**src/sv/ukn_pkg.sv**
```systemverilog
`timescale 1ns / 1ps

package ukn_pkg;

  localparam int unsigned CP_W = 21;

  // Code point bounds for the width and kana folding
  localparam logic [CP_W-1:0] FW_LO      = 21'h00FF01;
  localparam logic [CP_W-1:0] FW_HI      = 21'h00FF5E;
  localparam logic [CP_W-1:0] FW_OFFSET  = 21'h00FEE0;
  localparam logic [CP_W-1:0] IDEO_SPACE = 21'h003000;
  localparam logic [CP_W-1:0] ASCII_SP   = 21'h000020;
  localparam logic [CP_W-1:0] KANA_LO    = 21'h0030A1;
  localparam logic [CP_W-1:0] KANA_HI    = 21'h0030F6;
  localparam logic [CP_W-1:0] KANA_SHIFT = 21'h000060;

  // Lead byte classes
  localparam logic [7:0] LEAD2_BASE = 8'hC0;
  localparam logic [7:0] LEAD3_BASE = 8'hE0;
  localparam logic [7:0] LEAD4_BASE = 8'hF0;
  localparam logic [7:0] LEAD_LIMIT = 8'hF8;
  localparam logic [7:0] CONT_MASK  = 8'h3F;

  // Continuation count of a byte; EXTRA_DROP marks a byte that is discarded
  localparam logic [2:0] EXTRA_NONE  = 3'd0;
  localparam logic [2:0] EXTRA_ONE   = 3'd1;
  localparam logic [2:0] EXTRA_TWO   = 3'd2;
  localparam logic [2:0] EXTRA_THREE = 3'd3;
  localparam logic [2:0] EXTRA_DROP  = 3'd4;

  // One decoded item's worth of output bytes, lowest index leaves first
  typedef struct packed {
    logic [3:0][7:0] bytes;
    logic [2:0]      cnt;
    logic            last;
  } grp_t;

  typedef struct packed {
    logic [3:0][7:0] bytes;
    logic [2:0]      cnt;
  } enc_t;

  function automatic logic [2:0] lead_extra(input logic [7:0] c);
    logic [2:0] r;
    if (c[7] == 1'b0) begin
      r = EXTRA_NONE;
    end else if ((c & LEAD3_BASE) == LEAD2_BASE) begin
      r = EXTRA_ONE;
    end else if ((c & LEAD4_BASE) == LEAD3_BASE) begin
      r = EXTRA_TWO;
    end else if ((c & LEAD_LIMIT) == LEAD4_BASE) begin
      r = EXTRA_THREE;
    end else begin
      r = EXTRA_DROP;
    end
    return r;
  endfunction

  function automatic logic [CP_W-1:0] fold_cp(input logic [CP_W-1:0] cp);
    logic [CP_W-1:0] r;
    r = cp;
    if (cp >= FW_LO && cp <= FW_HI) begin
      r = cp - FW_OFFSET;
    end else if (cp == IDEO_SPACE) begin
      r = ASCII_SP;
    end
    if (r >= KANA_LO && r <= KANA_HI) begin
      r = r - KANA_SHIFT;
    end
    return r;
  endfunction

  function automatic enc_t encode_cp(input logic [CP_W-1:0] cp);
    enc_t r;
    r.bytes = '0;
    if (cp < 21'h000080) begin
      r.bytes[0] = cp[7:0];
      r.cnt      = 3'd1;
    end else if (cp < 21'h000800) begin
      r.bytes[0] = LEAD2_BASE | {3'b000, cp[10:6]};
      r.bytes[1] = {2'b10, cp[5:0]};
      r.cnt      = 3'd2;
    end else if (cp < 21'h010000) begin
      r.bytes[0] = LEAD3_BASE | {4'b0000, cp[15:12]};
      r.bytes[1] = {2'b10, cp[11:6]};
      r.bytes[2] = {2'b10, cp[5:0]};
      r.cnt      = 3'd3;
    end else begin
      r.bytes[0] = LEAD4_BASE | {5'b00000, cp[20:18]};
      r.bytes[1] = {2'b10, cp[17:12]};
      r.bytes[2] = {2'b10, cp[11:6]};
      r.bytes[3] = {2'b10, cp[5:0]};
      r.cnt      = 3'd4;
    end
    return r;
  endfunction

endpackage

```
**src/sv/utf8_kana_width_normalizer_top.sv**
```systemverilog
`timescale 1ns / 1ps

// UTF-8 width and kana normalizer. Feed raw UTF-8 one byte per transaction on
// the in_ stream (tdata = byte, tlast = final byte of the text); normalized
// UTF-8 leaves one byte per transaction on the out_ stream. Decoding is
// lenient: a lead byte takes the next one to three bytes unchecked, stray
// continuation bytes and bytes F8-FF are dropped. Fullwidth ASCII FF01-FF5E
// becomes 21-7E, ideographic space becomes 20, katakana 30A1-30F6 moves down
// by 60 hex, and every code point is re-encoded in its shortest form. The
// input side takes one byte per cycle while out_tready is high and no byte
// yields more than one output byte. A byte goes from the input register
// through the combinational decoder into the group register, which drains
// one output byte per cycle, stalled only by out_tready; a byte that
// expands to several output bytes holds the input until its group drains.
// The final transaction of a text always carries out_tlast; when the last
// input produced no byte it is a bare marker with out_tuser low and
// out_tdata zero. A sequence cut short by the end of the text drops its
// lead and rescans the bytes held after it.
module utf8_kana_width_normalizer_top (
  input  logic       clk,
  input  logic       rst_n,
  input  logic       in_tvalid,
  output logic       in_tready,
  input  logic [7:0] in_tdata,   // [7:0] in_byte
  input  logic       in_tlast,   // in_last
  output logic       out_tvalid,
  input  logic       out_tready,
  output logic [7:0] out_tdata,  // [7:0] out_byte
  output logic       out_tuser,  // has_byte
  output logic       out_tlast   // out_last
);
  import ukn_pkg::*;

  grp_t grp;
  logic grp_vld;
  logic grp_rdy;

  // Hold the lead state, decode and encode one byte per transaction
  ukn_decode u_decode (
    .clk       (clk),
    .rst_n     (rst_n),
    .in_tvalid (in_tvalid),
    .in_tready (in_tready),
    .in_tdata  (in_tdata),
    .in_tlast  (in_tlast),
    .grp_vld   (grp_vld),
    .grp_rdy   (grp_rdy),
    .grp       (grp)
  );

  // Drain each encoded group a byte at a time
  ukn_emit u_emit (
    .clk        (clk),
    .rst_n      (rst_n),
    .grp_vld    (grp_vld),
    .grp_rdy    (grp_rdy),
    .grp        (grp),
    .out_tvalid (out_tvalid),
    .out_tready (out_tready),
    .out_tdata  (out_tdata),
    .out_tuser  (out_tuser),
    .out_tlast  (out_tlast)
  );

endmodule

```
**src/sv/ukn_decode.sv**
```systemverilog
`timescale 1ns / 1ps

module ukn_decode (
  input  logic          clk,
  input  logic          rst_n,
  input  logic          in_tvalid,
  output logic          in_tready,
  input  logic [7:0]    in_tdata,
  input  logic          in_tlast,
  output logic          grp_vld,
  input  logic          grp_rdy,
  output ukn_pkg::grp_t grp
);
  import ukn_pkg::*;

  logic            ivld_r;
  logic [7:0]      ibyte_r;
  logic            ilast_r;
  logic [7:0]      held_r [3];
  logic [1:0]      hcnt_r, hcnt_nxt;
  logic [1:0]      ncnt_r, ncnt_nxt;

  logic [2:0]      e_b, e_h, e_t0;
  logic            wr;
  logic [1:0]      widx;
  logic            main_vld;
  logic [CP_W-1:0] main_cp;
  logic [7:0]      h1, h2;
  logic            tail_en, len2;
  logic            a_vld, b_vld;
  logic [CP_W-1:0] a_cp;
  enc_t            enc;
  logic            take;

  always_comb begin
    e_b      = lead_extra(ibyte_r);
    e_h      = lead_extra(held_r[0]);
    wr       = 1'b0;
    widx     = 2'd0;
    main_vld = 1'b0;
    main_cp  = '0;
    hcnt_nxt = hcnt_r;
    ncnt_nxt = ncnt_r;
    if (hcnt_r == 2'd0) begin
      if (e_b == EXTRA_NONE) begin
        main_vld = 1'b1;
        main_cp  = {13'd0, ibyte_r};
      end else if (e_b != EXTRA_DROP) begin
        wr       = 1'b1;
        hcnt_nxt = 2'd1;
        ncnt_nxt = e_b[1:0];
      end
    end else if (ncnt_r <= 2'd1 || hcnt_r == 2'd3) begin
      // Sequence complete: fold the lead and continuations into one code point
      main_vld = 1'b1;
      case (e_h)
        EXTRA_ONE: main_cp = {10'd0, held_r[0][4:0], ibyte_r[5:0]};
        EXTRA_TWO: main_cp = {5'd0, held_r[0][3:0], held_r[1][5:0], ibyte_r[5:0]};
        default:   main_cp = {held_r[0][2:0], held_r[1][5:0], held_r[2][5:0],
                              ibyte_r[5:0]};
      endcase
      hcnt_nxt = 2'd0;
      ncnt_nxt = 2'd0;
    end else begin
      wr       = 1'b1;
      widx     = hcnt_r;
      hcnt_nxt = hcnt_r + 2'd1;
      ncnt_nxt = ncnt_r - 2'd1;
    end

    // Held bytes as they stand after this item
    h1 = (wr && widx == 2'd1) ? ibyte_r : held_r[1];
    h2 = (wr && widx == 2'd2) ? ibyte_r : held_r[2];

    // Rescan what follows a dropped lead at end of text
    tail_en = ilast_r && (hcnt_nxt > 2'd1);
    len2    = (hcnt_nxt == 2'd3);
    e_t0    = lead_extra(h1);
    a_vld   = 1'b0;
    a_cp    = '0;
    b_vld   = 1'b0;
    if (tail_en) begin
      if (e_t0 == EXTRA_NONE) begin
        a_vld = 1'b1;
        a_cp  = {13'd0, h1};
        b_vld = len2 && !h2[7];
      end else if (e_t0 == EXTRA_ONE && len2) begin
        a_vld = 1'b1;
        a_cp  = {10'd0, h1[4:0], h2[5:0]};
      end else begin
        b_vld = len2 && !h2[7];
      end
    end

    enc       = encode_cp(fold_cp(main_vld ? main_cp : a_cp));
    grp.bytes = enc.bytes;
    grp.cnt   = (main_vld || a_vld) ? enc.cnt : 3'd0;
    grp.last  = ilast_r;
    if (b_vld) begin
      grp.bytes[grp.cnt[1:0]] = h2;
      grp.cnt                 = grp.cnt + 3'd1;
    end
  end

  assign grp_vld   = ivld_r && (grp.cnt != 3'd0 || ilast_r);
  assign take      = ivld_r && (!grp_vld || grp_rdy);
  assign in_tready = !ivld_r || take;

  always_ff @(posedge clk) begin
    if (!rst_n) begin
      ivld_r <= 1'b0;
      hcnt_r <= 2'd0;
      ncnt_r <= 2'd0;
    end else begin
      if (in_tready) begin
        ivld_r <= in_tvalid;
      end
      if (take) begin
        hcnt_r <= ilast_r ? 2'd0 : hcnt_nxt;
        ncnt_r <= ilast_r ? 2'd0 : ncnt_nxt;
      end
    end
  end

  always_ff @(posedge clk) begin
    if (in_tready && in_tvalid) begin
      ibyte_r <= in_tdata;
      ilast_r <= in_tlast;
    end
    if (take && wr) begin
      held_r[widx] <= ibyte_r;
    end
  end

endmodule

```
**src/sv/ukn_emit.sv**
```systemverilog
`timescale 1ns / 1ps

module ukn_emit (
  input  logic          clk,
  input  logic          rst_n,
  input  logic          grp_vld,
  output logic          grp_rdy,
  input  ukn_pkg::grp_t grp,
  output logic          out_tvalid,
  input  logic          out_tready,
  output logic [7:0]    out_tdata,
  output logic          out_tuser,
  output logic          out_tlast
);
  import ukn_pkg::*;

  logic       gv_r;
  grp_t       g_r;
  logic [1:0] idx_r;
  logic       fin;

  // Final beat of the held group
  assign fin        = (g_r.cnt == 3'd0) || ({1'b0, idx_r} == g_r.cnt - 3'd1);
  assign grp_rdy    = !gv_r || (out_tready && fin);
  assign out_tvalid = gv_r;
  assign out_tuser  = (g_r.cnt != 3'd0);
  assign out_tdata  = out_tuser ? g_r.bytes[idx_r] : 8'd0;
  assign out_tlast  = g_r.last && fin;

  always_ff @(posedge clk) begin
    if (!rst_n) begin
      gv_r  <= 1'b0;
      idx_r <= 2'd0;
    end else if (grp_rdy) begin
      gv_r  <= grp_vld;
      idx_r <= 2'd0;
    end else if (out_tready) begin
      idx_r <= idx_r + 2'd1;
    end
  end

  always_ff @(posedge clk) begin
    if (grp_rdy && grp_vld) begin
      g_r <= grp;
    end
  end

endmodule

```
**config.mk**
```make
export PLATFORM = sky130hd
export DESIGN_NAME = utf8_kana_width_normalizer_top
export DESIGN_NICKNAME = d
export VERILOG_FILES = /design/src/sv/ukn_pkg.sv /design/src/sv/utf8_kana_width_normalizer_top.sv /design/src/sv/ukn_decode.sv /design/src/sv/ukn_emit.sv
export SDC_FILE = /design/constraint.sdc
export NUM_CORES = 1
export LEC_CHECK = 0
export ABC_AREA = 1
export BUFFER_PORTS_ARGS = -buffer_cell sky130_fd_sc_hd__buf_2
export CAP_MARGIN = 10
export CORE_MARGIN = 2
export CORE_UTILIZATION = 40
export DETAILED_ROUTE_END_ITERATION = 7
export SLEW_MARGIN = 20
export SYNTH_ARGS = -nofsm -noshare
export SYNTH_HDL_FRONTEND = slang
export SYNTH_SLANG_ARGS = --single-unit
```
**constraint.sdc**
```tcl
create_clock -name clk -period 7.3 [get_ports clk]
set_clock_uncertainty 0.1 [all_clocks]
set_input_delay 1.095 -clock clk [delete_from_list [all_inputs] [get_ports clk]]
set_output_delay 1.095 -clock clk [all_outputs]
set_load 0.01 [all_outputs]
```
==> flow_summary.toml, run 1 <==
[flow_run]
maxCapViolCount = 0

[min_path]
hp-class = "register to register"

[die]
die_h_um = 118.1
fp-row-count = 41
initial_core_util = 0.4107
core-area_mm2 = 0.01267
die_area_mm2 = 0.01394
die_x_um = 118.1
io_pins = 25

[drt]
vias_per_cell = 5.227
top_layer = "met4"
dr_total_vias = 4683
wirelength_um = 13640
met1_length_um = 6110
ant_nets = 0
drcViolationCount = 0
first_iter_violations = 373
dr.pass1.iters = 8
routedWlPerCell_um = 15.22
wl_met2_um = 6444
dr_wl_met3_um = 671

[finish]
layoutNonFillerInstCount = 896
antenna_cells = 0
syn_to_final_growth_pct = 12.24
fillerInstances = 1308
utilization = 0.4609
final_nets = 746
drive_gt1_frac = 0.1450

[logic_synthesis]
syn_area_mm2 = 0.005204
yosysSeqAreaShare = 0.4289
synth_edf_count = 69
synth_flop_cell = "edfxtp_1"
syn_nets = 714
synth.top_cell.area_share = 0.3982
syn_inst = 687
avgSynthCellArea_um2 = 7.575
synth-seq-cells = 77
async_flop_share = 0
yosysUniqueCellTypes = 47
yosysWarningCount = 0
synth_top_cell_by_area = "edfxtp_1"
yosys-top-cells-area = "edfxtp_1 (40%), nand2_1 (11%), nor2_1 (7.2%)"

[timing]
drv_slew = 0
setup_ws_ps = 545.2
fmax_mhz = 148.0
finalCritPeriodShare = 0.9253
finalCriticalPeriod_ps = 6755
hold_viol_final = 0
fin_setup_tns_ps = 0
finalSetupViolCount = 0
tightestPinTransition_ps = 713.7
slew_headroom = 0.5200
rsz0062_at_grt = "false"

[place]
pre_cts_slack_ps = 474.3
portBuffers = 24
dpl.hpwl_um = 10690
gp_congestion = 1.005
dp_cells = 880

[clock_tree]
clk_pin_slew_ps = 60
cts-htree-levels = 3
post-cts-setup-buffers = 0
cts_tree = "yes"
root_buffer = "clkbuf_16"
clock-sinks = 77
clk_path_buf_depth = 2
clk-insertion-delay-late_ps = 340
cts_buffers = 9
cts_hold_buf = 0

[critical_path]
cpMostUsedCell = "nand2_1"
slowest_stage = "dfxtp_1"
criticalPathCategory = "register to output pin"
critPathRequiredTime_ps = 6110
critPathCaptureType = "output pin"
cp_max_fo = 13
critical_path_arrival_ps = 5560
worstSetupStartpointType = "register"
cpPeakStageDelay_ps = 380

[global_routing]
grt_pass1_wl_um = 22380
grt.total_usage = 0.2021
grt_pass1_vias = 4377
grt-ovfl-total = 0
antenna_found_initial = 0
grt_max_degree = 37

[power]
power_w = 0.001345
ir_worst_vdd_mv = 0.2019
p_per_area_mw_per_mm2 = 230.4
leakagePower_nw = 2.517

[run_status]
outcome = "complete, no violations"
-- kinds of logic after synthesis --
logic type,after synthesis,synth area share
fa+ha+maj,14,0.03366
buf+inv,115,0.08608
simple gates,359,0.3092
compound gates,119,0.1371
xor+xnor,3,0.005050
flops,77,0.4289
-- routing by layer --
metal	GRT usage	up-vias
met1	0.2578	2131
met4	0.08660	0
met3	0.04021	35
li1	-	2357
met5	0	-
met2	0.3327	160
-- state kept, by name, indices dropped and copies added (netlist names) --
name,count
u_decode.hcnt_r,2
u_decode.held_r,24
u_decode.ibyte_r,8
u_decode.ilast_r,1
u_decode.ivld_r,1
u_decode.ncnt_r,2
u_emit.g_r,36
u_emit.idx_r,2
u_emit.out_tvalid,1
-- repair_timing --
| item | 4_1_cts | 5_1_grt |
|---|---|---|
| endpoints found under the hold margin | 0 | 0 |
| endpoints found under the setup margin | 0 | 1 |
| resized for setup | 0 | 8 |
-- synthesized netlist by cell type (2+ instances only) --
cell type / instances
clkinv_1: 2
nand2_1: 153
nand3_1: 45
nand2_2: 20
ha_1: 14
o211ai_1: 3
nor2_2: 5
a21oi_1: 25
o22ai_1: 15
xor2_1: 2
nand3_2: 5
o32ai_1: 2
o21ai_0: 48
nand3b_1: 2
inv_1: 90
inv_2: 10
nand4_1: 8
nor3_1: 11
nand2_4: 2
nor2_1: 100
nor2_4: 4
edfxtp_1: 69
dfxtp_1: 8
o221ai_1: 8
o21ai_1: 7
buf_2: 3
clkbuf_1: 6
-- metrics by stage --
step | cell area (um2) | hold slack [ps]
floorplan | 5204 | 374.6
global placement | 5552 | 420.4
detailed placement | 5552 | 425.9
CTS | 5821 | 433.7
global route | 5841 | 453.9
finish | 5841 | 429.5
-- report_power, final --
part / internal (W) / switching, W / total (W) / leakage [nW]
registers: 0.000537 / 0.0000193 / 0.000556 / 0.709
clock network: 0.000236 / 0.000160 / 0.000396 / 0.133
logic: 0.000123 / 0.000270 / 0.000393 / 1.67
total: 0.000896 / 0.000450 / 0.00135 / 2.52
-- worst max-delay path, delay by kind of cell (launching register included) --
| kind | cells | cell delay [ps] |
|---|---|---|
| AND/OR/NAND/NOR | 31 | 3100 |
| adder cells (fa/ha/maj) | 4 | 810 |
| buffers and inverters | 6 | 710 |
| flip-flops | 1 | 380 |
| AO/OA/AOI/OAI | 1 | 200 |
-- placed cells by master (no fill, tap or decap), drive strengths merged, types with 2 or more instances in the layout --
cell,synthesis,final
o211ai,3,3
o221ai,8,8
nand3b,2,2
o32ai,2,2
a21oi,26,26
buf,6,34
o21ai,55,55
nand4,8,8
nand2,175,175
inv,100,100
nor2,109,109
clkinv,2,6
edfxtp,69,69
nand3,51,51
nor3,12,12
ha,14,14
clkbuf,7,11
xor2,2,2
o22ai,15,15
dfxtp,8,8
-- layout make-up --
| type | count | area (um2) | area share |
|---|---|---|---|
| inverters | 102 | 382.9 | 0.06555 |
| clock inverters | 5 | 26.28 | 0.004499 |
| clock buffers | 11 | 242.7 | 0.04156 |
| flip-flops and latches | 77 | 2237 | 0.3830 |
| multi-input cells | 495 | 2541 | 0.4351 |
| repair buffers | 34 | 195.2 | 0.03342 |
| well taps | 172 | 215.2 | 0.03685 |
-- final timing paths --
| path | startpoint | endpoint | slack, ps | cells past startpoint |
|---|---|---|---|---|
| max | u_decode.ncnt_r[1]$_SDFFE_PN0P_ | in_tready | 550 | 42 |
| min | u_decode.ncnt_r[0]$_SDFFE_PN0P_ | u_decode.ncnt_r[0]$_SDFFE_PN0P_ | 430 | 2 |
| max reg2reg | u_decode.ncnt_r[1]$_SDFFE_PN0P_ | u_decode.held_r[0][3]$_DFFE_PP_ | 1210 | 44 |
| min reg2reg | u_decode.ncnt_r[0]$_SDFFE_PN0P_ | u_decode.ncnt_r[0]$_SDFFE_PN0P_ | 430 | 2 |
Note: power is estimated with default switching activity, not from simulation.
==> inputs of run 2 (changes only) <==
--- a/config.mk
+++ b/config.mk
@@ -8,9 +8,12 @@
 export ABC_AREA = 1
 export BUFFER_PORTS_ARGS = -buffer_cell sky130_fd_sc_hd__buf_2
 export CAP_MARGIN = 10
+export CELL_PAD_IN_SITES_DETAIL_PLACEMENT = 1
+export CELL_PAD_IN_SITES_GLOBAL_PLACEMENT = 1
 export CORE_MARGIN = 2
 export CORE_UTILIZATION = 40
 export DETAILED_ROUTE_END_ITERATION = 7
+export PLACE_DENSITY_LB_ADDON = 0.1
 export SLEW_MARGIN = 20
 export SYNTH_ARGS = -nofsm -noshare
 export SYNTH_HDL_FRONTEND = slang
==> run 2 against run 1 <==
Utilization up 0.94 points. Flip-flop and latch count unchanged. Worst setup slack lost 77 ps.
==> flow_summary.toml, run 2 (synthesized netlist as in run 1, its figures left out) <==
[run_status]
outcome = "complete, no violations"

[critical_path]
critPathRequiredTime_ps = 6110
slowest_stage = "dfxtp_4"
r2r_start = "u_decode.hcnt_r[1]$_SDFFE_PN0P_"
cpMostUsedCell = "nand2_1"
critical_path_arrival_ps = 5640
crit_end = "in_tready"
critPathCaptureType = "output pin"
cp_max_fo = 13
rrSetupSlack_ps = 1110
criticalPathCategory = "register to output pin"
cp-startpoint = "u_decode.hcnt_r[1]$_SDFFE_PN0P_"
cpPeakStageDelay_ps = 380
worstSetupStartpointType = "register"
rr_worst_depth = 43
rr_endpoint = "u_decode.held_r[0][2]$_DFFE_PP_"

[global_routing]
grt_pass1_vias = 4952
grt_max_degree = 37
grt_pass1_wl_um = 25880
grt-ovfl-total = 0
grt.total_usage = 0.2362
antenna_found_initial = 0

[timing]
fin_setup_tns_ps = 0
finalSetupViolCount = 0
finalCriticalPeriod_ps = 6832
slew_headroom = 0.5111
drv_slew = 0
tightestPinTransition_ps = 726.9
fmax_mhz = 146.4
finalCritPeriodShare = 0.9359
setup_ws_ps = 468.1
hold_viol_final = 0

[clock_tree]
root_buffer = "clkbuf_16"
cts_tree = "yes"
clock-sinks = 77
clk_pin_slew_ps = 60
clk-insertion-delay-late_ps = 350
cts_hold_buf = 0
cts-htree-levels = 3
cts_buffers = 9
clk_path_buf_depth = 2

[drt]
vias_per_cell = 5.322
routedWlPerCell_um = 17.62
dr_total_vias = 4790
dr.pass1.iters = 5
wirelength_um = 15860
ant_nets = 0
first_iter_violations = 247
drcViolationCount = 0

[die]
die_area_mm2 = 0.01394
die_h_um = 118.1
io_pins = 25
initial_core_util = 0.4107
fp-row-count = 41
core-area_mm2 = 0.01267
die_x_um = 118.1

[power]
power_w = 0.001460
switching_power_w = 0.0004749
clkPwrFrac = 0.337
p_int_w = 0.0009854
p_per_area_mw_per_mm2 = 245.0
switching_share = 0.3252
leakagePower_nw = 2.576
p_seq_frac = 0.382
ir_worst_vdd_mv = 0.1322
p_comb_frac = 0.281

[place]
portBuffers = 24
gp_congestion = 0.9403
pre_cts_slack_ps = 356.7
dpl.hpwl_um = 12600
dp_cells = 880
place_area_mm2 = 0.005552

[min_path]
hold_start = "u_decode.ncnt_r[0]$_SDFFE_PN0P_"
hp-class = "register to register"

[finish]
antenna_cells = 0
top_register = "u_emit.g_r"
drive_gt1_frac = 0.1552
layoutNonFillerInstCount = 900
syn_to_final_growth_pct = 14.52
final_cell_mix = "nand2_1 (151), nor2_1 (98), inv_1 (89)"
top_regs = "u_emit.g_r: 36 flops, u_decode.held_r: 24 flops, u_decode.ibyte_r: 8 flops"
finish.instance_area_mm2 = 0.005959
final_nets = 750
layout_commonest_cell = "nand2_1"
largest_register_ff_count = 36

[flow_run]
maxCapViolCount = 0
## run 2: worst min-delay path by stage
stage	to	slack (ps)	cells after the start
5_1_grt	u_emit.g_r[0]$_DFFE_PP_	480	0
2_1_floorplan	u_emit.g_r[0]$_DFFE_PP_	370	0
6_report	u_decode.ncnt_r[0]$_SDFFE_PN0P_	430	2
3_5_place_dp	u_decode.ncnt_r[0]$_SDFFE_PN0P_	430	2
3_3_place_gp	u_decode.ncnt_r[0]$_SDFFE_PN0P_	420	2
4_1_cts	u_decode.ncnt_r[0]$_SDFFE_PN0P_	440	2
## run 2: metrics by stage
step | utilization | hold slack (ps)
floorplan | - | 374.6
global placement | 0.4381 | 423.3
detailed placement | 0.4381 | 431.9
CTS | 0.4653 | 439.8
global route | 0.4703 | 482.6
finish | 0.4703 | 433.7
## run 2: cell type report
cell class                 instances  area (um2)
clock inverter                     2       35.03
fill                            1591        6711
inverter                         102       382.9
multi-input combinational        495        2557
timing repair buffer              38       225.2
tap                              172       215.2
clock buffer                      14       306.5
sequential                        77        2237
## run 2: what timing repair did
action / in CTS / in global routing
cloned: 0 / 0
pin swaps: 0 / 1
setup buffers: 0 / 4
resized for setup: 1 / 11
setup endpoints to repair: 1 / 1
## run 2: per-layer routing
metal	global-route usage	part of all wire
met1	0.2946	0.44
met2	0.4093	0.51
met3	0.03391	0.025
met4	0.09563	0.030
met5	0	0
## run 2: power by group through the flow
stage	Sequential, W	Combinational [W]	Clock, W
finish	0.000557	0.000410	0.000493
global route	0.000561	0.000461	0.000516
CTS	0.000557	0.000405	0.000504
detailed placement	0.000566	0.000403	0
global placement	0.000564	0.000388	0
floorplan	0.000557	0.000286	0
## run 2: critical path, delay by kind of cell, from the launching register on
| kind | cells | cell delay [ps] |
|---|---|---|
| buf+inv | 6 | 680 |
| flops | 1 | 380 |
| fa+ha+maj | 4 | 940 |
| simple gates | 30 | 3090 |
| compound gates | 1 | 200 |
==> inputs of run 3 (changes only) <==
--- a/config.mk
+++ b/config.mk
@@ -5,7 +5,7 @@
 export SDC_FILE = /design/constraint.sdc
 export NUM_CORES = 1
 export LEC_CHECK = 0
-export ABC_AREA = 1
+export ABC_AREA = 0
 export BUFFER_PORTS_ARGS = -buffer_cell sky130_fd_sc_hd__buf_2
 export CAP_MARGIN = 10
 export CELL_PAD_IN_SITES_DETAIL_PLACEMENT = 1
==> run 3 against run 2 <==
Worst hold slack better by 38 ps. Utilization is 1.0 points lower. Area after synthesis is 5.3% higher. Combinational power is 73% lower. Non-clock buffer count is 1 lower. Wire length is 15% higher. Largest cell class unchanged.
==> flow_summary.toml, run 3 <==
[clock_tree]
root_buffer = "clkbuf_16"
clk_path_buf_depth = 2
clk-insertion-delay-late_ps = 350
cts_buffers = 9
clock-sinks = 77
cts-htree-levels = 3
cts_tree = "yes"
clk_pin_slew_ps = 70

[drt]
drcViolationCount = 0
first_iter_violations = 534
dr_total_vias = 4951
ant_nets = 0
dr.pass1.iters = 5
vias_per_cell = 6.532
wirelength_um = 18260
routedWlPerCell_um = 24.08

[power]
p_seq_frac = 0.474
p_per_area_mw_per_mm2 = 177.9
p_comb_frac = 0.101
ir_worst_vdd_mv = 0.1243
clkPwrFrac = 0.425
switching_share = 0.2569
switching_power_w = 0.0002797
leakagePower_nw = 2.093
p_int_w = 0.0008089

[finish]
largest_register_ff_count = 36
syn_to_final_growth_pct = 11.67
fillerInstances = 1478
final_cell_mix = "edfxtp_1 (69), nand2_1 (52), a21oi_1 (34), o21ai_0 (34), nor2_1 (28)"
multi_input_area_mm2 = 0.003047
drive_gt1_frac = 0.1670
final_nets = 603
regArea_mm2 = 0.002232
layout_commonest_cell = "edfxtp_1"
top_register = "u_emit.g_r"
top_regs = "u_emit.g_r: 36 flops, u_decode.held_r: 24 flops, u_decode.ibyte_r: 8 flops"

[critical_path]
criticalPathCategory = "register to register"
critPathRequiredTime_ps = 7290
worstSetupStartpointType = "register"
crit_cells = 24
critical-path-top-delay-family = "compound AO/OA/AOI/OAI gates"
cp_max_fo = 17
crit_path_cell_trace = "inv_1, ha_1, buf_4, nor4b_4, buf_4, nand3_1, a32oi_1, o22ai_1, a211oi_1, nand4_1, a22o_4, a31oi_2, mux2i_4, ha_1, nor3_1, a21oi_2, a21oi_2, inv_1, ha_1, and2_0, a21oi_1, o21ai_0, nor4b_1, nor2_1"
critical_path_arrival_ps = 6840
rrSetupSlack_ps = 450
crit_end = "u_emit.g_r[4]$_DFFE_PP_"
rr_worst_depth = 24
cp-startpoint = "u_decode.hcnt_r[0]$_SDFFE_PN0P_"
cpMostUsedCell = "ha_1"
cpPeakStageDelay_ps = 540
rr_endpoint = "u_emit.g_r[4]$_DFFE_PP_"
path_buf_inv = 4
r2r_start = "u_decode.hcnt_r[0]$_SDFFE_PN0P_"
critPathCaptureType = "register"
slowest_stage = "a211oi_1"

[run_status]
outcome = "complete, no violations"

[place]
gp_congestion = 0.9406
portBuffers = 24
dpl.hpwl_um = 13660
pre_cts_slack_ps = 578.0

[timing]
hold_viol_final = 0
hold_ws_ps = 471.7
setup_ws_ps = 452.9
tightestPinTransition_ps = 923.8
finalCritPeriodShare = 0.9380
finalSetupViolCount = 0
rsz0062_at_grt = "false"
fin_setup_tns_ps = 0
drv_slew = 0
finalCriticalPeriod_ps = 6847
slew_headroom = 0.3841
fmax_mhz = 146.0

[die]
fp-row-count = 42
initial_core_util = 0.4121
die_h_um = 121.0
die_x_um = 121.0
die_area_mm2 = 0.01465
core-area_mm2 = 0.01330
io_pins = 25

[logic_synthesis]
synth_flop_cell = "edfxtp_1"
synth_top_cell_by_area = "edfxtp_1"
synth-seq-cells = 77
syn_inst = 557
yosys-top-cells-area = "edfxtp_1 (38%), nand2_1 (3.6%), mux4_2 (3.3%)"
yosys-top-cells-count = "edfxtp_1 (69), nand2_1 (52), a21oi_1 (35)"
syn_nets = 584
synth_edf_count = 69
synth.most_common_cell = "edfxtp_1"
async_flop_share = 0
syn_area_mm2 = 0.005479
synth.top_cell.area_share = 0.3782
yosysWarningCount = 0
yosysUniqueCellTypes = 86
avgSynthCellArea_um2 = 9.837
yosysSeqAreaShare = 0.4074

[global_routing]
antenna_found_initial = 1
grt-ovfl-total = 0
use_met3 = 0.03900
grt_pass1_wl_um = 28660
grt_max_degree = 37
grt.total_usage = 0.2607
use_met1 = 0.3570
grt_pass1_vias = 4950
gr-usage-met2 = 0.4119
top_usage_layer = "met2"

[min_path]
hp-class = "register to register"
hold_start = "u_emit.out_tvalid$_SDFFE_PN0P_"

[flow_run]
maxCapViolCount = 0
[run 3: cell count changes after synthesis, moves of 9 or more]
| cell | previous run | this run |
|---|---|---|
| nor2b_1 | 0 | 23 |
| inv_1 | 90 | 18 |
| clkbuf_1 | 6 | 22 |
| nand2_2 | 20 | 0 |
| nor4_1 | 1 | 10 |
| a21oi_1 | 25 | 35 |
| nor2_1 | 100 | 28 |
| nand2_1 | 153 | 52 |
| mux2i_1 | 0 | 10 |
| o21ai_0 | 48 | 34 |
| nand3_1 | 45 | 19 |
[run 3: worst min path at each step]
stage | end | cells past startpoint | slack [ps]
2_1_floorplan | u_emit.g_r[0]$_DFFE_PP_ | 0 | 320
3_3_place_gp | u_emit.idx_r[0]$_SDFFE_PP0P_ | 2 | 430
3_5_place_dp | u_emit.idx_r[1]$_SDFFE_PP0P_ | 2 | 460
4_1_cts | u_emit.idx_r[0]$_SDFFE_PP0P_ | 2 | 480
5_1_grt | u_emit.idx_r[1]$_SDFFE_PP0P_ | 2 | 520
6_report | u_emit.idx_r[0]$_SDFFE_PP0P_ | 2 | 470
[run 3: area by class of cell]
type,count,area share
multi-input combinational,430,0.4980
sequential,77,0.3648
timing repair buffer,37,0.03885
clock buffer,10,0.03742
tap,176,0.03599
inverter,21,0.01329
clock inverter,6,0.01125
antenna,1,0.0004090
[run 3: stage by stage]
step           std cells  total power [W]  utilization  area [um2]
6_report             758         0.001089       0.4602        6118
5_1_grt              757         0.001127       0.4600        6116
4_1_cts              756         0.001094       0.4573        6080
3_5_place_dp         740        0.0006316       0.4349        5782
3_3_place_gp         740        0.0006290       0.4349        5782
2_1_floorplan        557        0.0005927            -        5479
[run 3: repair_timing]
| action | 4_1_cts | 5_1_grt |
|---|---|---|
| hold buffers | 0 | 0 |
| endpoints found under the setup margin | 0 | 1 |
| resized for setup | 0 | 2 |
| setup buffers | 0 | 0 |
| hold endpoints to repair | 0 | 0 |
[run 3: cells by family after synthesis]
kind of cell	count (synthesis)	share of synthesized area
simple gates	198	0.1964
compound gates	185	0.2423
flops	77	0.4074
buf+inv	50	0.04019
mux	25	0.06759
fa+ha+maj	14	0.03197
xor+xnor	8	0.01416
[run 3: power by group through the flow]
stage	logic [W]	registers, W	clock network, W
detailed placement	0.000107	0.000525	0
global route	0.000121	0.000518	0.000489
floorplan	0.0000789	0.000514	0
global placement	0.000105	0.000524	0
finish	0.000110	0.000516	0.000463
CTS	0.000107	0.000516	0.000472
[run 3: worst min-delay path: cells and delay by family, from the launching register on]
kind	cells	cell delay (ps)
DFF	1	360
and+or+nand+nor	2	170
[run 3: per-layer routing]
layer	wire length, um	part of all wire	up-vias
met5	0	0	-
met1	8056	0.44	2514
li1	-	-	2221
met4	553	0.030	0
met3	1106	0.061	34
met2	8539	0.47	182
